File: config.mk
export PLATFORM = sky130hd
export DESIGN_NAME = ffss_cordic_stage
export DESIGN_NICKNAME = d
export VERILOG_FILES = /design/src/design/fixed_step_steer_2d_assert.svh /design/src/design/ffss_pkg.sv /design/src/design/ffss_cordic_stage.sv
export SDC_FILE = /design/constraint.sdc
export NUM_CORES = 1
export LEC_CHECK = 0
export BUFFER_PORTS_ARGS = -buffer_cell sky130_fd_sc_hd__buf_2
export CAP_MARGIN = 20
export CORE_AREA = 2 2 239 241
export CTS_BUF_LIST = sky130_fd_sc_hd__clkbuf_4 sky130_fd_sc_hd__clkbuf_8 sky130_fd_sc_hd__clkbuf_16
export DETAILED_ROUTE_END_ITERATION = 7
export DIE_AREA = 0 0 241 243
export PLACE_DENSITY_LB_ADDON = 0.1
export SLEW_MARGIN = 5
export SYNTH_ARGS = -nofsm -noshare
export SYNTH_HDL_FRONTEND = slang
export SYNTH_SLANG_ARGS = --single-unit
File: constraint.sdc
create_clock -name clk -period 9.1 [get_ports clk]
set_input_delay 0.91 -clock clk [delete_from_list [all_inputs] [get_ports clk]]
set_output_delay 0.91 -clock clk [all_outputs]
set_load 0.02 [all_outputs]
File: src/design/fixed_step_steer_2d_assert.svh
// ----------------------------------------------------------------------------
// fixed_step_steer_2d assertion macros
// Shorthand for clocked assertions; expects clk and rst_n in scope.
// ----------------------------------------------------------------------------
`ifndef FIXED_STEP_STEER_2D_ASSERT_SVH
`define FIXED_STEP_STEER_2D_ASSERT_SVH

// same-cycle implication
`define FFSS_ASSERT_IMP(lbl, ante, cons, msg) \
  lbl: assert property (@(posedge clk) disable iff (!rst_n) (ante) |-> (cons)) \
    else $error(msg);

// next-cycle implication
`define FFSS_ASSERT_NXT(lbl, ante, cons, msg) \
  lbl: assert property (@(posedge clk) disable iff (!rst_n) (ante) |=> (cons)) \
    else $error(msg);

`endif

File: src/design/ffss_pkg.sv
// ----------------------------------------------------------------------------
// ffss_pkg
// Types and constants shared by the fixed-step steering pipeline.
// ----------------------------------------------------------------------------
package ffss_pkg;

  localparam int COORD_BITS        = 32;
  localparam int STEP_BITS         = 31;
  localparam int GUARD_BITS        = 16;
  localparam int CORDIC_STAGES_DEF = 18;

  // CORDIC inverse gain, Q0.32
  localparam logic [31:0] INV_GAIN = 32'h9B74EDA8;

  localparam int DIFF_BITS    = COORD_BITS + 1;
  localparam int SQ_BITS      = 2 * COORD_BITS;
  localparam int DSQ_BITS     = SQ_BITS + 1;
  localparam int STEP_SQ_BITS = 2 * STEP_BITS;
  localparam int U0_BITS      = STEP_BITS + 32 - GUARD_BITS;
  localparam int XW           = COORD_BITS + 4;
  localparam int UW           = U0_BITS + 3;
  localparam int RW           = UW - GUARD_BITS;

  localparam logic [STEP_BITS-1:0]    STEP_RESET    = STEP_BITS'(65536);
  localparam logic [STEP_SQ_BITS-1:0] STEP_SQ_RESET =
    STEP_SQ_BITS'(64'(STEP_RESET) * 64'(STEP_RESET));
  localparam logic [U0_BITS-1:0]      U0_RESET      =
    U0_BITS'((64'(STEP_RESET) * 64'(INV_GAIN)) >> GUARD_BITS);

  typedef enum logic [1:0] {
    QUAD_NONE,
    QUAD_POS,
    QUAD_NEG
  } quad_t;

  typedef struct packed {
    logic signed [COORD_BITS-1:0] parent_x;
    logic signed [COORD_BITS-1:0] parent_y;
    logic signed [COORD_BITS-1:0] target_x;
    logic signed [COORD_BITS-1:0] target_y;
    logic                         last_agent;
  } ffss_in_t;

  typedef struct packed {
    logic signed [COORD_BITS-1:0] new_x;
    logic signed [COORD_BITS-1:0] new_y;
    logic                         reached;
    logic                         last_agent_out;
  } ffss_out_t;

  typedef struct packed {
    logic signed [XW-1:0] x;
    logic signed [XW-1:0] y;
    logic signed [UW-1:0] u;
    logic signed [UW-1:0] v;
    quad_t                quad;
    logic                 in_reach;
    ffss_in_t             req;
  } ffss_cordic_t;

endpackage

File: src/design/ffss_cordic_stage.sv
// ----------------------------------------------------------------------------
// ffss_cordic_stage
// One registered CORDIC micro-rotation: vectors (x, y) toward the x axis and
// turns the step vector (u, v) by the same decision.
// ----------------------------------------------------------------------------
module ffss_cordic_stage #(
  parameter int SHIFT = 0
) (
  input  logic                  clk,
  input  logic                  en,
  input  ffss_pkg::ffss_cordic_t stage_in,
  output ffss_pkg::ffss_cordic_t stage_out
);
  import ffss_pkg::*;

  logic signed [XW-1:0] xs;
  logic signed [XW-1:0] ys;
  logic signed [UW-1:0] us;
  logic signed [UW-1:0] vs;
  logic                 pos;
  ffss_cordic_t         stage_nxt;
  ffss_cordic_t         stage_r;

  always_comb begin
    xs  = $signed(stage_in.x) >>> SHIFT;
    ys  = $signed(stage_in.y) >>> SHIFT;
    us  = $signed(stage_in.u) >>> SHIFT;
    vs  = $signed(stage_in.v) >>> SHIFT;
    pos = !stage_in.y[XW-1];
    stage_nxt = stage_in;
    if (pos) begin
      stage_nxt.x = stage_in.x + ys;
      stage_nxt.y = stage_in.y - xs;
      stage_nxt.u = stage_in.u - vs;
      stage_nxt.v = stage_in.v + us;
    end else begin
      stage_nxt.x = stage_in.x - ys;
      stage_nxt.y = stage_in.y + xs;
      stage_nxt.u = stage_in.u + vs;
      stage_nxt.v = stage_in.v - us;
    end
  end

  always_ff @(posedge clk) begin
    if (en) begin
      stage_r <= stage_nxt;
    end
  end

  assign stage_out = stage_r;

endmodule

==> results.toml <==
[layout]
utilization_pct = 52.45
fin_cells = 4011
largest_reg_flops = 302
num-fill-cells = 5323
postLayoutCellArea_sq_um = 29350
area_growth_pct = 20.02
drive_above_1_share_pct = 22.33
nNetsFinal = 3779

[floorplanning]
coreArea_sq_um = 55950
die_h_um = 243
dieArea_sq_um = 58560
die_w_um = 241
pin_count = 610
num_rows = 87
initial_core_util_pct = 43.70

[clock_tree]
htreeDepth = 2
post_cts_buffers = 0
cts_made_buffers = 37
cts-root-buf = "clkbuf_16"
clock_path_buffers = 3
cts.sinks = 302
cts_tree = "yes"
ctsHoldBuffers = 0
cts-resized-gates = 0
cts.clk_slew.worst_paths_ps = 60

[setup_path]
path_max_fanout = 10
critPathLaunchType = "input port"
critPathKind = "in2reg"
cp-end-kind = "flip-flop"
critPathLaunch = "stage_in[134]"
crit_arrival_ps = 4720
cp.required_ps = 9430

[min_path]
hold_class = "in2reg"
min_from = "stage_in[103]"

[logic_synthesis]
syn_area_sq_um = 24450
synth_area_leaders = "edfxtp_1 (37%), ha_1 (13%), a21oi_1 (6.5%)"
yosysWarningCount = 0
ys_ff_latch = 302
synth_nets = 3244
netlist_instances = 2676
ys_async_sr_fraction_pct = 0
yosysTopAreaCell = "edfxtp_1"
ys_seq_area_share_pct = 37.09
syn_avg_cell_area_sq_um = 9.137
synth_most_common_cell = "a21oi_1"
synth_flop_cell = "edfxtp_1"
synth_edf_count = 302
synth_commonest_cells = "a21oi_1 (318), edfxtp_1 (302), inv_1 (260)"
synth_top_area_share_pct = 37.09
ys_types = 87

[route]
avgRoutedWirePerCell_um = 25.60
drtAntennaViolNets = 0
drt-pass1-iter-count = 6
dr.max_layer_used = "met5"
met1_length_um = 43140
drtIter0Drc = 2408
vias = 23650
viasPerCell = 5.895
remaining_drc_errors = 0
route.met3.wl_um = 9477
met2_wirelength_um = 46730
drt-total-wl_um = 102700

[pwr]
p_comb_share_pct = 34.1
power.total_mw = 5.203
power.net_switching_mw = 1.936
p_clk_share_pct = 30.2
p_seq_share_pct = 35.7
power_density_nw_per_um2 = 177.3
p_int_mw = 3.267
peakVddDrop_uv = 138.3
leakage_nw = 13.01
p_sw_share_pct = 37.21

[status]
status = "completed"

[grt]
antenna_found_initial = 33
grt_pass1_vias = 22530
grt_max_degree = 84
grt_pass1_wl_um = 147100
track_usage_pct = 33.79
overflow = 0

[sta]
hold_viol_final = 0
worst_pin_slew_ps = 1122
slew_headroom_pct = 24.55
whs_ps = 489.5
worst_slack_ps = 4710
finalSetupViolCount = 0
fmax_mhz = 227.8
period_share_pct = 48.25
rsz0062_at_grt = "false"
slew_violations = 0
finalSetupTns_ps = 0
period_minus_slack_ps = 4390

[place]
io_buffers = 609
gp_congestion = 1.008
post-place-ws_ps = 4268
place_inst = 3928
placed_cell_area_sq_um = 28030
hpwl_um = 83000

[flow_run]
drv_cap = 0
==> power by group through the flow <==
stage	clock [mW]	combinational [mW]	sequential, mW
floorplan	0	0.844	2.09
global placement	0	1.73	1.88
detailed placement	0	1.73	1.88
CTS	1.60	1.75	1.86
global route	1.66	1.89	1.87
finish	1.57	1.78	1.86
==> cell families after synthesis <==
group | count (synthesis) | synth area share (%)
flip-flops | 302 | 37.09
AND/OR/NAND/NOR | 655 | 12.90
adder cells (fa/ha/maj) | 262 | 13.59
AO/OA/AOI/OAI | 859 | 22.47
XOR/XNOR | 163 | 5.839
multiplexers | 49 | 2.011
buffers and inverters | 386 | 6.100
==> cells in the final DEF, fill, tap and decap left out, drive strengths merged, types with 16 or more instances in the layout <==
cell type and n:
buf 617, a21oi 319, edfxtp 302, inv 265
ha 256, nor2 226, o21ai 180, xnor2 142
nand2 138, a21o 61, o21bai 59, nor3 58
mux2i 48, nand3 43, clkbuf 40, nor2b 37
nand4 32, o31ai 30, nor4 26, nand2b 24
a211oi 24, o211ai 23, xor2 21, clkinv 20
a31oi 19, o21a 18, diode 17, a2111oi 16
==> area by class of cell <==
class                      count  area, sq um  share of cell area (%)
clock inverter                26        330.3                   1.126
multi-input combinational   1988        13890                   47.33
inverter                     265        996.0                   3.394
tap                          756        945.9                   3.223
timing repair buffer         617         3124                   10.65
sequential                   302         9069                   30.90
clock buffer                  40        948.4                   3.232
antenna                       17        42.54                  0.1450
==> critical path: stages <==
cell and delay (ps):
buf_2 110, inv_1 50, ha_1 480, o21ai_0 210, o31ai_1 760, a311o_1 340
a21oi_1 80, o21a_1 250, o31ai_1 940, a21oi_1 230, o221ai_1 250, xnor2_1 100
==> layer usage <==
layer  up-vias  GRT usage, %
li1      10740             -
met1     11460         46.15
met2      1252         52.65
met3       175         7.153
met4        16         11.95
met5         -             0
==> final timing paths <==
check,endpoint,slack [ps],cells past startpoint
worst max-delay path,stage_out[171],4710,12
worst min-delay path,stage_out[103],490,1
No activity file was read; power rests on OpenSTA's default activity.
